<file path="config.mk">
export PLATFORM = sky130hd
export DESIGN_NAME = binary_to_decimal_ascii_digits_top
export DESIGN_NICKNAME = d
export VERILOG_FILES = /design/src/hw/rtl/b2da_pkg.sv /design/src/hw/rtl/binary_to_decimal_ascii_digits_top.sv /design/src/hw/rtl/b2da_datapath.sv /design/src/hw/rtl/b2da_ctrl.sv
export SDC_FILE = /design/constraint.sdc
export NUM_CORES = 1
export LEC_CHECK = 0
export BUFFER_PORTS_ARGS = -buffer_cell sky130_fd_sc_hd__buf_4
export CAP_MARGIN = 5
export CORE_ASPECT_RATIO = 0.8
export CORE_MARGIN = 2
export CORE_UTILIZATION = 35
export CTS_CLUSTER_DIAMETER = 50
export DETAILED_ROUTE_END_ITERATION = 10
export PLACE_DENSITY_LB_ADDON = 0.15
export SLEW_MARGIN = 25
export SYNTH_ARGS = -nofsm -noshare
export SYNTH_HDL_FRONTEND = slang
export SYNTH_HIERARCHICAL = 1
export SYNTH_SLANG_ARGS = --single-unit
</file>
<file path="constraint.sdc">
create_clock -name i_clk -period 3.07 [get_ports i_clk]
set_clock_uncertainty 0.15 [all_clocks]
set_input_delay 0.1535 -clock i_clk [delete_from_list [all_inputs] [get_ports i_clk]]
set_output_delay 0.1535 -clock i_clk [all_outputs]
set_load 0.05 [all_outputs]
</file>
<file path="src/hw/rtl/b2da_pkg.sv">
`default_nettype none

package b2da_pkg;

    localparam int DIGIT_W = 4;
    localparam int CHAR_W  = 6;

    localparam logic [CHAR_W-1:0] ASCII_ZERO = 6'd48;

    typedef enum logic [1:0] {
        ST_IDLE,
        ST_CONVERT,
        ST_SKIP,
        ST_EMIT
    } t_state;

    // controller -> datapath
    typedef struct packed {
        logic load;
        logic shift_bit;
        logic shift_digit;
    } t_dp_cmd;

    // datapath -> controller
    typedef struct packed {
        logic conv_done;
        logic lead_zero;
        logic last_digit;
    } t_dp_status;

endpackage

`default_nettype wire

</file>
<file path="src/hw/rtl/binary_to_decimal_ascii_digits_top.sv">
`default_nettype none

// Converts one unsigned NUMBER_WIDTH-bit number per input beat into its decimal
// digits as ASCII characters, most significant first, without leading zeros (zero
// gives a single '0'); o_last marks the final digit. One number is worked at a time:
// after the input beat a shift-and-add-3 BCD converter runs over all NUMBER_WIDTH bits,
// then the leading zero digits are shifted out and dropped, then one digit goes out
// per cycle that the output is not stalled. The next number is taken only after the
// last digit has gone out. If the value needs more than MAX_DIGITS digits only the
// lowest MAX_DIGITS are sent, leading zeros included.
module binary_to_decimal_ascii_digits_top #(
    parameter int NUMBER_WIDTH = 32,
    parameter int MAX_DIGITS   = 10
) (
    input  wire logic                         i_clk,
    input  wire logic                         i_rst_n,
    input  wire logic                         i_valid,
    output logic                              o_stall,
    input  wire logic [NUMBER_WIDTH-1:0]      i_number,
    output logic                              o_valid,
    input  wire logic                         i_stall,
    output logic [b2da_pkg::CHAR_W-1:0]       o_digit_char,
    output logic                              o_last
);
    import b2da_pkg::*;

    t_dp_cmd    dp_cmd;
    t_dp_status dp_status;

    b2da_ctrl u_ctrl (
        .i_clk    (i_clk),
        .i_rst_n  (i_rst_n),
        .i_valid  (i_valid),
        .o_stall  (o_stall),
        .o_valid  (o_valid),
        .i_stall  (i_stall),
        .i_status (dp_status),
        .o_cmd    (dp_cmd)
    );

    b2da_datapath #(
        .NUMBER_WIDTH (NUMBER_WIDTH),
        .MAX_DIGITS   (MAX_DIGITS)
    ) u_datapath (
        .i_clk        (i_clk),
        .i_number     (i_number),
        .i_cmd        (dp_cmd),
        .o_status     (dp_status),
        .o_digit_char (o_digit_char),
        .o_last       (o_last)
    );

endmodule

`default_nettype wire

</file>
<file path="src/hw/rtl/b2da_datapath.sv">
`default_nettype none

module b2da_datapath #(
    parameter int NUMBER_WIDTH = 32,
    parameter int MAX_DIGITS   = 10
) (
    input  wire logic                         i_clk,
    input  wire logic [NUMBER_WIDTH-1:0]      i_number,
    input  wire b2da_pkg::t_dp_cmd            i_cmd,
    output b2da_pkg::t_dp_status              o_status,
    output logic [b2da_pkg::CHAR_W-1:0]       o_digit_char,
    output logic                              o_last
);
    import b2da_pkg::*;

    localparam int BCD_W     = DIGIT_W * MAX_DIGITS;
    localparam int BIT_CNT_W = $clog2(NUMBER_WIDTH);
    localparam int DIG_CNT_W = $clog2(MAX_DIGITS + 1);

    logic [NUMBER_WIDTH-1:0] r_bin, n_bin;
    logic [BCD_W-1:0]        r_bcd, n_bcd;
    logic                    r_ovf, n_ovf;
    logic [BIT_CNT_W-1:0]    r_bit_cnt, n_bit_cnt;
    logic [DIG_CNT_W-1:0]    r_dig_cnt, n_dig_cnt;

    logic [BCD_W-1:0]        bcd_adj;
    logic [DIGIT_W-1:0]      top_digit;

    // add 3 to every digit of 5 or more before the doubling shift
    always_comb begin
        for (int d = 0; d < MAX_DIGITS; d++) begin
            if (r_bcd[d*DIGIT_W +: DIGIT_W] >= DIGIT_W'(5)) begin
                bcd_adj[d*DIGIT_W +: DIGIT_W] = r_bcd[d*DIGIT_W +: DIGIT_W] + DIGIT_W'(3);
            end else begin
                bcd_adj[d*DIGIT_W +: DIGIT_W] = r_bcd[d*DIGIT_W +: DIGIT_W];
            end
        end
    end

    assign top_digit = r_bcd[BCD_W-1 -: DIGIT_W];

    always_comb begin
        n_bin     = r_bin;
        n_bcd     = r_bcd;
        n_ovf     = r_ovf;
        n_bit_cnt = r_bit_cnt;
        n_dig_cnt = r_dig_cnt;
        if (i_cmd.load) begin
            n_bin     = i_number;
            n_bcd     = '0;
            n_ovf     = 1'b0;
            n_bit_cnt = '0;
            n_dig_cnt = DIG_CNT_W'(MAX_DIGITS);
        end else if (i_cmd.shift_bit) begin
            // a carry out of the top digit means the value has more digits than fit
            n_bcd     = {bcd_adj[BCD_W-2:0], r_bin[NUMBER_WIDTH-1]};
            n_ovf     = r_ovf | bcd_adj[BCD_W-1];
            n_bin     = {r_bin[NUMBER_WIDTH-2:0], 1'b0};
            n_bit_cnt = r_bit_cnt + BIT_CNT_W'(1);
        end else if (i_cmd.shift_digit) begin
            n_bcd     = {r_bcd[BCD_W-DIGIT_W-1:0], DIGIT_W'(0)};
            n_dig_cnt = r_dig_cnt - DIG_CNT_W'(1);
        end
    end

    always_ff @(posedge i_clk) begin
        r_bin     <= n_bin;
        r_bcd     <= n_bcd;
        r_ovf     <= n_ovf;
        r_bit_cnt <= n_bit_cnt;
        r_dig_cnt <= n_dig_cnt;
    end

    always_comb begin
        o_status.conv_done  = (r_bit_cnt == BIT_CNT_W'(NUMBER_WIDTH - 1));
        o_status.last_digit = (r_dig_cnt == DIG_CNT_W'(1));
        // keep leading zeros only when digits were dropped off the top
        o_status.lead_zero  = (top_digit == '0) && !o_status.last_digit && !r_ovf;
    end

    assign o_digit_char = ASCII_ZERO + {{(CHAR_W - DIGIT_W){1'b0}}, top_digit};
    assign o_last       = o_status.last_digit;

endmodule

`default_nettype wire

</file>
<file path="src/hw/rtl/b2da_ctrl.sv">
`default_nettype none

module b2da_ctrl (
    input  wire logic                  i_clk,
    input  wire logic                  i_rst_n,
    input  wire logic                  i_valid,
    output logic                       o_stall,
    output logic                       o_valid,
    input  wire logic                  i_stall,
    input  wire b2da_pkg::t_dp_status  i_status,
    output b2da_pkg::t_dp_cmd          o_cmd
);
    import b2da_pkg::*;

    t_state r_state, n_state;

    always_ff @(posedge i_clk) begin
        if (!i_rst_n) begin
            r_state <= ST_IDLE;
        end else begin
            r_state <= n_state;
        end
    end

    always_comb begin
        n_state = r_state;
        case (r_state)
            ST_IDLE: begin
                if (i_valid) n_state = ST_CONVERT;
            end
            ST_CONVERT: begin
                if (i_status.conv_done) n_state = ST_SKIP;
            end
            ST_SKIP: begin
                if (!i_status.lead_zero) n_state = ST_EMIT;
            end
            ST_EMIT: begin
                if (!i_stall && i_status.last_digit) n_state = ST_IDLE;
            end
            default: n_state = ST_IDLE;
        endcase
    end

    always_comb begin
        o_cmd   = '0;
        o_stall = 1'b1;
        o_valid = 1'b0;
        case (r_state)
            ST_IDLE: begin
                o_stall    = 1'b0;
                o_cmd.load = i_valid;
            end
            ST_CONVERT: begin
                o_cmd.shift_bit = 1'b1;
            end
            ST_SKIP: begin
                o_cmd.shift_digit = i_status.lead_zero;
            end
            ST_EMIT: begin
                // advance to the next digit once the beat is taken
                o_valid           = 1'b1;
                o_cmd.shift_digit = !i_stall;
            end
            default: begin
                o_cmd = '0;
            end
        endcase
    end

endmodule

`default_nettype wire

</file>
==> flow_summary.ini, run 1 <==
[timing]
maxSlewHeadroom_pct = 62.4
fmax_mhz = 383
period_share_pct = 85.2
slew_violations = 0
fin_crit_ns = 2.61
tns_ns = 0
hold_viol = 0
rsz0062_at_grt = no
worst-slew-pin-transition_ns = 0.564
setup_viol = 0

[route]
via_per_inst = 5.16
num_vias = 3655
drt_iter0_markers = 171
drt_wl_total_um = 10800
drc = 0
antenna_left = 0
wire_per_inst_um = 15.2
first_pass_iters = 4

[yosys]
synth_cells = 465
yosysUniqueCellTypes = 42
ys_warn_count = 6
synth_common_cells = 52 x dfxtp_1, 38 x mux2_2, 32 x edfxtp_1
synth_seq_cells = 84
synth_flop_cell = dfxtp_1
synth-async-reset-ratio_pct = 0
syn_avg_cell_area_um2 = 10.4
synth_edf_count = 32
yosysMostFrequentCell = dfxtp_1
synth.area.top_cells = dfxtp_1 21%, edfxtp_1 20%, mux2_2 8.8%, ha_1 8.0%, a211oi_1 3.6%
syn_area_um2 = 4860
yosysTopAreaCell = dfxtp_1
yosysTopAreaCellShare_pct = 21.4
synth_seq_area_share_pct = 41.2

[die]
die_width_um = 136
ioPinCount = 45
rows = 38
die_area_um2 = 14800
core_um2 = 13600
die_y_um = 109
start_util_pct = 35.8

[setup_path]
worstSetupPathType = flip-flop to flip-flop
crit_end = u_datapath/r_bcd[26]$_SDFFE_PP0P_
startpoint_type = flip-flop
arrival_ns = 2.67
cpMaxStageDelayCell = nor4_1
rr_startpoint = u_datapath/r_dig_cnt[1]$_SDFFE_PP1P_
crit_path_start = u_datapath/r_dig_cnt[1]$_SDFFE_PP1P_
crit_chain = inv_1 > ha_1 > nor3b_2 > nor4_1 > a21oi_1 > nor2_4 > buf_12 > mux2_2 > nand2_1 > o311ai_1
crit_path_max_fanout = 53
end_kind = flip-flop
rrSetupSlack_ns = 0.46
max_stage_delay_ns = 0.41
reg2reg_to = u_datapath/r_bcd[26]$_SDFFE_PP0P_
reg2reg_depth = 10
crit_required_ns = 3.13

[cts]
cts_hold_buffers = 33
clockBufferDepth = 2
clk_pin_slew_ns = 0.07
htree_levels = 3
numCtsBuffers = 9
cts_root_buffer = clkbuf_16
clock_latency_ns = 0.34
cts_resized = 0
clock-sinks = 84
cts_tree = done
post_cts_buffers = 0

[min_path]
hp-start = i_stall
hold_depth = 4
hold_path.class = input port to flip-flop

[global_route]
grt_use_total_pct = 15.0
grt_pass1_wl_um = 17600
grt_start_max_net_pins = 90
globalRouteOverflowTotal = 0
grt_pass1_vias = 3512
grt_antenna_before_repair = 0

[power]
peakVddDrop_mv = 0.758
leakagePower_nw = 2.12
power_density_nw_per_um2 = 937

[place]
io_buffers = 42
dp.final_hpwl_um = 6710
gp_congestion = 0.727

[run]
maxCapViolations = 0

[cells_and_area]
area_growth_pct = 22.4
num-fill-cells = 1289
final_core_util_pct = 43.9
drive_gt1_share_pct = 21.0
antenna_cells = 0
nets = 591

[run_status]
status = complete, no violations
==> flip-flops by register name (all words and copies together), names as in the netlist <==
| register | cells |
|---|---|
| u_datapath/r_bin | 32 |
| u_datapath/r_ovf | 1 |
| u_datapath/r_dig_cnt | 4 |
| u_ctrl/r_state | 2 |
| u_datapath/r_bit_cnt | 5 |
| u_datapath/r_bcd | 40 |
==> per-stage QoR <==
stage / cells / power, mW / hold slack (ns) / cell area [µm²] / setup slack, ns
2_1_floorplan: 466 / 3.78 / 0.151 / 4860 / 0.460
3_3_place_gp: 660 / 4.30 / 0.292 / 5290 / 0.682
3_5_place_dp: 660 / 4.36 / 0.299 / 5290 / 0.503
4_1_cts: 709 / 5.61 / 0.124 / 5940 / 0.495
5_1_grt: 709 / 5.96 / 0.133 / 5940 / 0.270
6_report: 709 / 5.57 / 0.135 / 5940 / 0.456
==> kinds of logic after synthesis <==
| group | share of synthesized area, % |
|---|---|
| flops | 41.2 |
| mux | 12.1 |
| compound gates | 13.9 |
| buf+inv | 6.62 |
| other cells | 0.0772 |
| xor+xnor | 1.26 |
| fa+ha+maj | 7.99 |
| simple gates | 16.8 |
==> metal layers <==
layer | wire, µm | track usage (%)
met3 | 378 | 4.43
met1 | 5520 | 21.2
met2 | 4810 | 22.6
met5 | 0 | 0
met4 | 57 | 3.79
==> power breakdown <==
| group | internal [mW] | switching (mW) |
|---|---|---|
| clock | 0.716 | 0.474 |
| combinational | 1.01 | 1.30 |
| sequential | 1.71 | 0.351 |
| total | 3.44 | 2.13 |
==> area by class of cell <==
class                      instances  area (µm²)  area share (%)
clock buffer                       9         225            3.79
clock inverter                     7        98.8            1.66
inverter                          28         105            1.77
multi-input combinational        321        2550            43.0
sequential                        84        2000            33.7
tap                              180         225            3.79
timing repair buffer              80         733            12.3
==> critical path, delay by kind of cell, from the launching register on <==
family,cells,cell delay [ns]
simple gates,4,0.79
flops,1,0.39
mux,1,0.37
buf+inv,2,0.34
compound gates,2,0.22
fa+ha+maj,1,0.18
==> cell usage in the layout (no fill, tap or decap), types with 2 or more instances in the layout <==
cell type	count
clkinv_4	2
buf_4	43
a21oi_1	26
mux2_2	38
nor2_4	2
mux2i_1	16
xnor2_1	3
nor3b_1	14
nor2b_1	6
or4b_1	13
xor2_1	4
inv_1	28
o311ai_1	7
a311oi_1	5
nand4b_1	19
nor2_1	25
nand2_1	23
a211oi_1	23
edfxtp_1	32
a32oi_1	4
conb_1	2
buf_12	4
dfxtp_1	52
dlygate4sd3_1	33
clkbuf_16	9
o211ai_1	11
bufinv_16	2
and2_1	2
nand2b_1	15
o21ai_0	17
ha_1	30
==> worst min path at each step <==
stage	to	slack (ns)
2_1_floorplan	u_ctrl/r_state[1]$_SDFFE_PN0P_	0.15
3_3_place_gp	u_ctrl/r_state[0]$_SDFFE_PN0P_	0.29
3_5_place_dp	u_ctrl/r_state[1]$_SDFFE_PN0P_	0.30
4_1_cts	u_ctrl/r_state[1]$_SDFFE_PN0P_	0.12
5_1_grt	u_ctrl/r_state[0]$_SDFFE_PN0P_	0.13
6_report	u_ctrl/r_state[1]$_SDFFE_PN0P_	0.13
No activity file was read; power rests on OpenSTA's default activity.
==> run 2, diff against run 1 <==
CELL_PAD_IN_SITES_DETAIL_PLACEMENT = 1   (was unset)
CELL_PAD_IN_SITES_GLOBAL_PLACEMENT = 1   (was unset)
==> run 2 against run 1 <==
Effect of this change: core utilization up 0.29 points; power up 2.2%; combinational power rose by 4%; final cell count is 0.71% higher.
==> flow_summary.ini, run 2 (synthesis results as in run 1) <==
[timing]
fin_crit_ns = 2.46
rsz0062_at_grt = no
period_share_pct = 80.2
tns_ns = 0
slew_violations = 0
layout_setup_ws_ns = 0.608
hold_viol = 0
fmax_mhz = 406
worst-slew-pin-transition_ns = 0.554
setup_viol = 0
maxSlewHeadroom_pct = 63.1

[power]
leakagePower_nw = 2.15
seqPwrFrac_pct = 36.4
p_switching_mw = 2.18
swShare_pct = 38.2
clockPowerShare_pct = 21.5
power_density_nw_per_um2 = 952
p_int_mw = 3.52
power_mw = 5.69
combPwrFrac_pct = 42.1
peakVddDrop_mv = 0.435

[global_route]
grt_start_max_net_pins = 36
grt_pass1_wl_um = 20100
grt_use_total_pct = 17.2
grt_antenna_before_repair = 0
grt_pass1_vias = 3905
globalRouteOverflowTotal = 0

[setup_path]
crit_required_ns = 3.12
end_kind = flip-flop
worst-path-buf-inv = 2
arrival_ns = 2.52
critPathTopFamily = simple AND/OR/NAND/NOR gates
crit_chain = inv_1 > ha_1 > nor3b_2 > nor4_1 > a21oi_1 > nor2_4 > buf_4 > mux2_2 > nand2_1 > o311ai_1
cpMaxStageDelayCell = dfxtp_1
max_stage_delay_ns = 0.37
startpoint_type = flip-flop
worstSetupPathType = flip-flop to flip-flop
crit_path_max_fanout = 18

[cells_and_area]
num-fill-cells = 1508
antenna_cells = 0
fin_area_um2 = 5980
largest_registers = u_datapath/r_bcd x40, u_datapath/r_bin x32, u_datapath/r_bit_cnt x5
most-common-layout-cells = 52 x dfxtp_1, 49 x buf_4, 38 x mux2_2
area_growth_pct = 23.2
nets = 596
largest_register = u_datapath/r_bcd
final_common_cell = dfxtp_1
drive_gt1_share_pct = 21.5
largest_register_ffs = 40

[route]
drt_wl_total_um = 12100
first_pass_iters = 4
via_per_inst = 5.26
antenna_left = 0
drt_iter0_markers = 155
drc = 0
num_vias = 3759
wire_per_inst_um = 17.0

[cts]
clk_pin_slew_ns = 0.06
numCtsBuffers = 9
clockBufferDepth = 2
cts_resized = 0
clock-sinks = 84
cts_hold_buffers = 33
post_cts_buffers = 0
clock_latency_ns = 0.34
htree_levels = 3
cts_root_buffer = clkbuf_16
cts_tree = done

[run_status]
status = complete, no violations

[min_path]
hold_path.class = input port to flip-flop

[die]
ioPinCount = 45
die_width_um = 136
die_area_um2 = 14800
core_um2 = 13600
die_y_um = 109
rows = 38
start_util_pct = 35.8

[place]
io_buffers = 42
dpl_cell_area_um2 = 5310
gp_congestion = 0.745
dp.final_hpwl_um = 7680
pre_cts_slack_ns = 0.584

[run]
maxCapViolations = 0
[run 2: cell count changes in the layout (fill, tap and decap cells not counted)]
cell / previous run / this run
buf_12: 4 / 3
buf_4: 43 / 49
clkbuf_16: 9 / 10
inv_6: 1 / 0
and2_4: 0 / 1
and2_2: 1 / 0
clkinv_2: 0 / 1
clkbuf_1: 0 / 1
clkinvlp_4: 1 / 0
clkinvlp_2: 1 / 0
[run 2: layer usage]
| metal | GRT usage, % | up-vias | wire [µm] |
|---|---|---|---|
| met5 | 0 | - | 0 |
| met4 | 4.54 | 0 | 135 |
| met3 | 3.41 | 10 | 288 |
| met2 | 27.5 | 45 | 5650 |
| met1 | 23.9 | 1858 | 6070 |
| li1 | - | 1846 | - |
[run 2: power groups by stage]
stage                     Clock [mW]  Sequential, mW  Combinational [mW]
final                           1.22            2.07                2.40
after detailed placement           0            2.09                2.36
after global routing            1.30            2.13                2.67
after floorplan                    0            1.96                1.82
after global placement             0            2.07                2.29
after CTS                       1.26            2.07                2.42
[run 2: tightest hold or removal path: stages]
cell and delay, ns:
buf_4 0.09, nand2b_1 0.14, a2111oi_4 0.09, mux2i_1 0.11
[run 2: final timing paths]
kind,from,endpoint,slack (ns),cells after the start
max,u_datapath/r_dig_cnt[1]$_SDFFE_PP1P_,u_datapath/r_bcd[18]$_SDFFE_PP0P_,0.61,10
min,i_stall,u_ctrl/r_state[1]$_SDFFE_PN0P_,0.15,4
max reg2reg,u_datapath/r_dig_cnt[1]$_SDFFE_PP1P_,u_datapath/r_bcd[18]$_SDFFE_PP0P_,0.61,10
min reg2reg,u_datapath/r_ovf$_SDFFE_PP0P_,u_datapath/r_ovf$_SDFFE_PP0P_,0.32,2
[run 2: final cells by class]
cell class	instances	area [µm²]	share of cell area, %
Multi-Input combinational cell	321	2550	42.7
Sequential cell	84	2000	33.5
Timing Repair Buffer	85	758	12.7
Clock buffer	11	254	4.25
Tap cell	180	225	3.77
Inverter	28	105	1.76
Clock inverter	5	82.6	1.38
[run 2: per-stage QoR]
stage / std cells / hold slack, ns / utilization [%]
after floorplan: 466 / 0.151 / -
after global placement: 665 / 0.291 / 39.2
after detailed placement: 665 / 0.293 / 39.2
after CTS: 714 / 0.139 / 44.1
after global routing: 714 / 0.166 / 44.1
final: 714 / 0.149 / 44.1
==> run 3, diff against run 2 <==
clock period = 2.35 ns   (was 3.07 ns; I/O delays follow)
==> run 3 against run 2 <==
Effect of this change: first-iteration DRC count fell by 9.7%; critical endpoint unchanged; via count rose by 2.6%; highest routed layer unchanged; count of clock-buffer cells in the layout fell by 1; largest power group unchanged; critical path depth did not move; core utilization rose by 1.3 points.
==> flow_summary.ini, run 3 (synthesis results as in run 1) <==
[setup_path]
arrival_ns = 2.22
startpoint_type = flip-flop
worstSetupPathType = flip-flop to flip-flop
crit_required_ns = 2.42
end_kind = flip-flop
crit_path_max_fanout = 15

[run]
maxCapViolations = 0

[cells_and_area]
multiInputGateArea_um2 = 2580
stdcell_count = 735
largest_register_ffs = 40
seq_area_um2 = 2000
nets = 617
largest_register = u_datapath/r_bcd
drive_gt1_share_pct = 25.4
most-common-layout-cells = 66 x buf_4, 50 x dfxtp_1, 38 x mux2_2
largest_registers = u_datapath/r_bcd x40, u_datapath/r_bin x32, u_datapath/r_bit_cnt x5
final_core_util_pct = 45.4
final_common_cell = buf_4
antenna_cells = 0
fin_area_um2 = 6160
num-fill-cells = 1481
area_growth_pct = 26.8

[timing]
fin_crit_ns = 2.15
period_share_pct = 91.6
tns_ns = 0
fmax_mhz = 464
maxSlewHeadroom_pct = 64.4
slew_violations = 0
layout_setup_ws_ns = 0.197
worst-slew-pin-transition_ns = 0.535
rsz0062_at_grt = no
hold_viol = 0
setup_viol = 0

[power]
power_density_nw_per_um2 = 1220
peakVddDrop_mv = 0.686
leakagePower_nw = 2.24

[route]
drt_wl_total_um = 12700
drc = 0
first_pass_iters = 4
via_per_inst = 5.25
drt_iter0_markers = 140
num_vias = 3857
antenna_left = 0
wire_per_inst_um = 17.2

[place]
dp.cells = 681
dpl_cell_area_um2 = 5460
io_buffers = 42
gp_congestion = 0.740
pre_cts_slack_ns = 0.0681
dp.final_hpwl_um = 8260

[cts]
clock_latency_ns = 0.35
clockBufferDepth = 2
cts_root_buffer = clkbuf_16
numCtsBuffers = 9
cts_tree = done
clock-sinks = 84
htree_levels = 3
clk_pin_slew_ns = 0.06

[die]
start_util_pct = 35.8
core_um2 = 13600
die_width_um = 136
die_area_um2 = 14800
ioPinCount = 45
die_y_um = 109
rows = 38

[global_route]
grt_antenna_before_repair = 0
grt_use_total_pct = 17.8
grt_start_max_net_pins = 33
globalRouteOverflowTotal = 0
grt_pass1_vias = 3955
grt_pass1_wl_um = 20600

[run_status]
status = complete, no violations

[min_path]
hold_path.class = input port to flip-flop
run 3: changes by cell type in the layout (fill, tap and decap cells not counted), sizes merged:
cell / delta
buf: +20
inv: +1
bufinv: -2
clkinv: -1
clkinvlp: +3
run 3: routing by layer:
layer / wire, µm / vias to the layer above / global-route usage [%] / share of wire (%)
li1: - / 1882 / - / -
met1: 6260 / 1908 / 24.0 / 49
met2: 5910 / 56 / 28.9 / 47
met3: 375 / 11 / 3.55 / 3.0
met4: 125 / 0 / 5.21 / 0.99
met5: 0 / - / 0 / 0
run 3: stage by stage:
stage / total power, mW / hold slack (ns)
after floorplan: 4.96 / 0.115
after CTS: 7.50 / 0.103
final: 7.54 / 0.118
after global routing: 8.10 / 0.120
after global placement: 5.90 / 0.255
after detailed placement: 6.02 / 0.264
run 3: worst max-delay path, stage by stage, from the launching register on:
cell	delay, ns
dfxtp_1	0.31
inv_1	0.10
ha_1	0.16
nand2_1	0.10
nor4_4	0.25
a21oi_1	0.10
nor2_4	0.18
buf_12	0.18
mux2_2	0.34
nand2_1	0.06
o311ai_1	0.09
run 3: area by class of cell:
| cell class | instances | share of cell area [%] |
|---|---|---|
| timing repair buffer | 106 | 15.5 |
| clock inverter | 6 | 0.793 |
| clock buffer | 10 | 3.88 |
| tap | 180 | 3.66 |
| sequential | 84 | 32.6 |
| inverter | 28 | 1.71 |
| multi-input combinational | 321 | 41.9 |
run 3: timing repair:
item	in CTS	in global routing
setup buffers	0	4
resized for setup	0	5
setup endpoints to repair	0	15
hold endpoints to repair	34	0
hold buffers	33	0
run 3: worst paths after layout:
| check | startpoint | endpoint | slack (ns) | depth (start not counted) |
|---|---|---|---|---|
| max reg2reg | u_datapath/r_bcd[36]$_SDFFE_PP0P_ | u_datapath/r_bcd[18]$_SDFFE_PP0P_ | 0.20 | 10 |
| min reg2reg | u_datapath/r_ovf$_SDFFE_PP0P_ | u_datapath/r_ovf$_SDFFE_PP0P_ | 0.33 | 2 |
| max | u_datapath/r_bcd[36]$_SDFFE_PP0P_ | u_datapath/r_bcd[18]$_SDFFE_PP0P_ | 0.20 | 10 |
| min | i_stall | u_ctrl/r_state[1]$_SDFFE_PN0P_ | 0.12 | 4 |
run 3: report_power, final:
group / internal (mW) / total, mW / switching [mW]
sequential: 2.24 / 2.70 / 0.452
combinational: 1.57 / 3.46 / 1.88
clock: 0.753 / 1.39 / 0.635
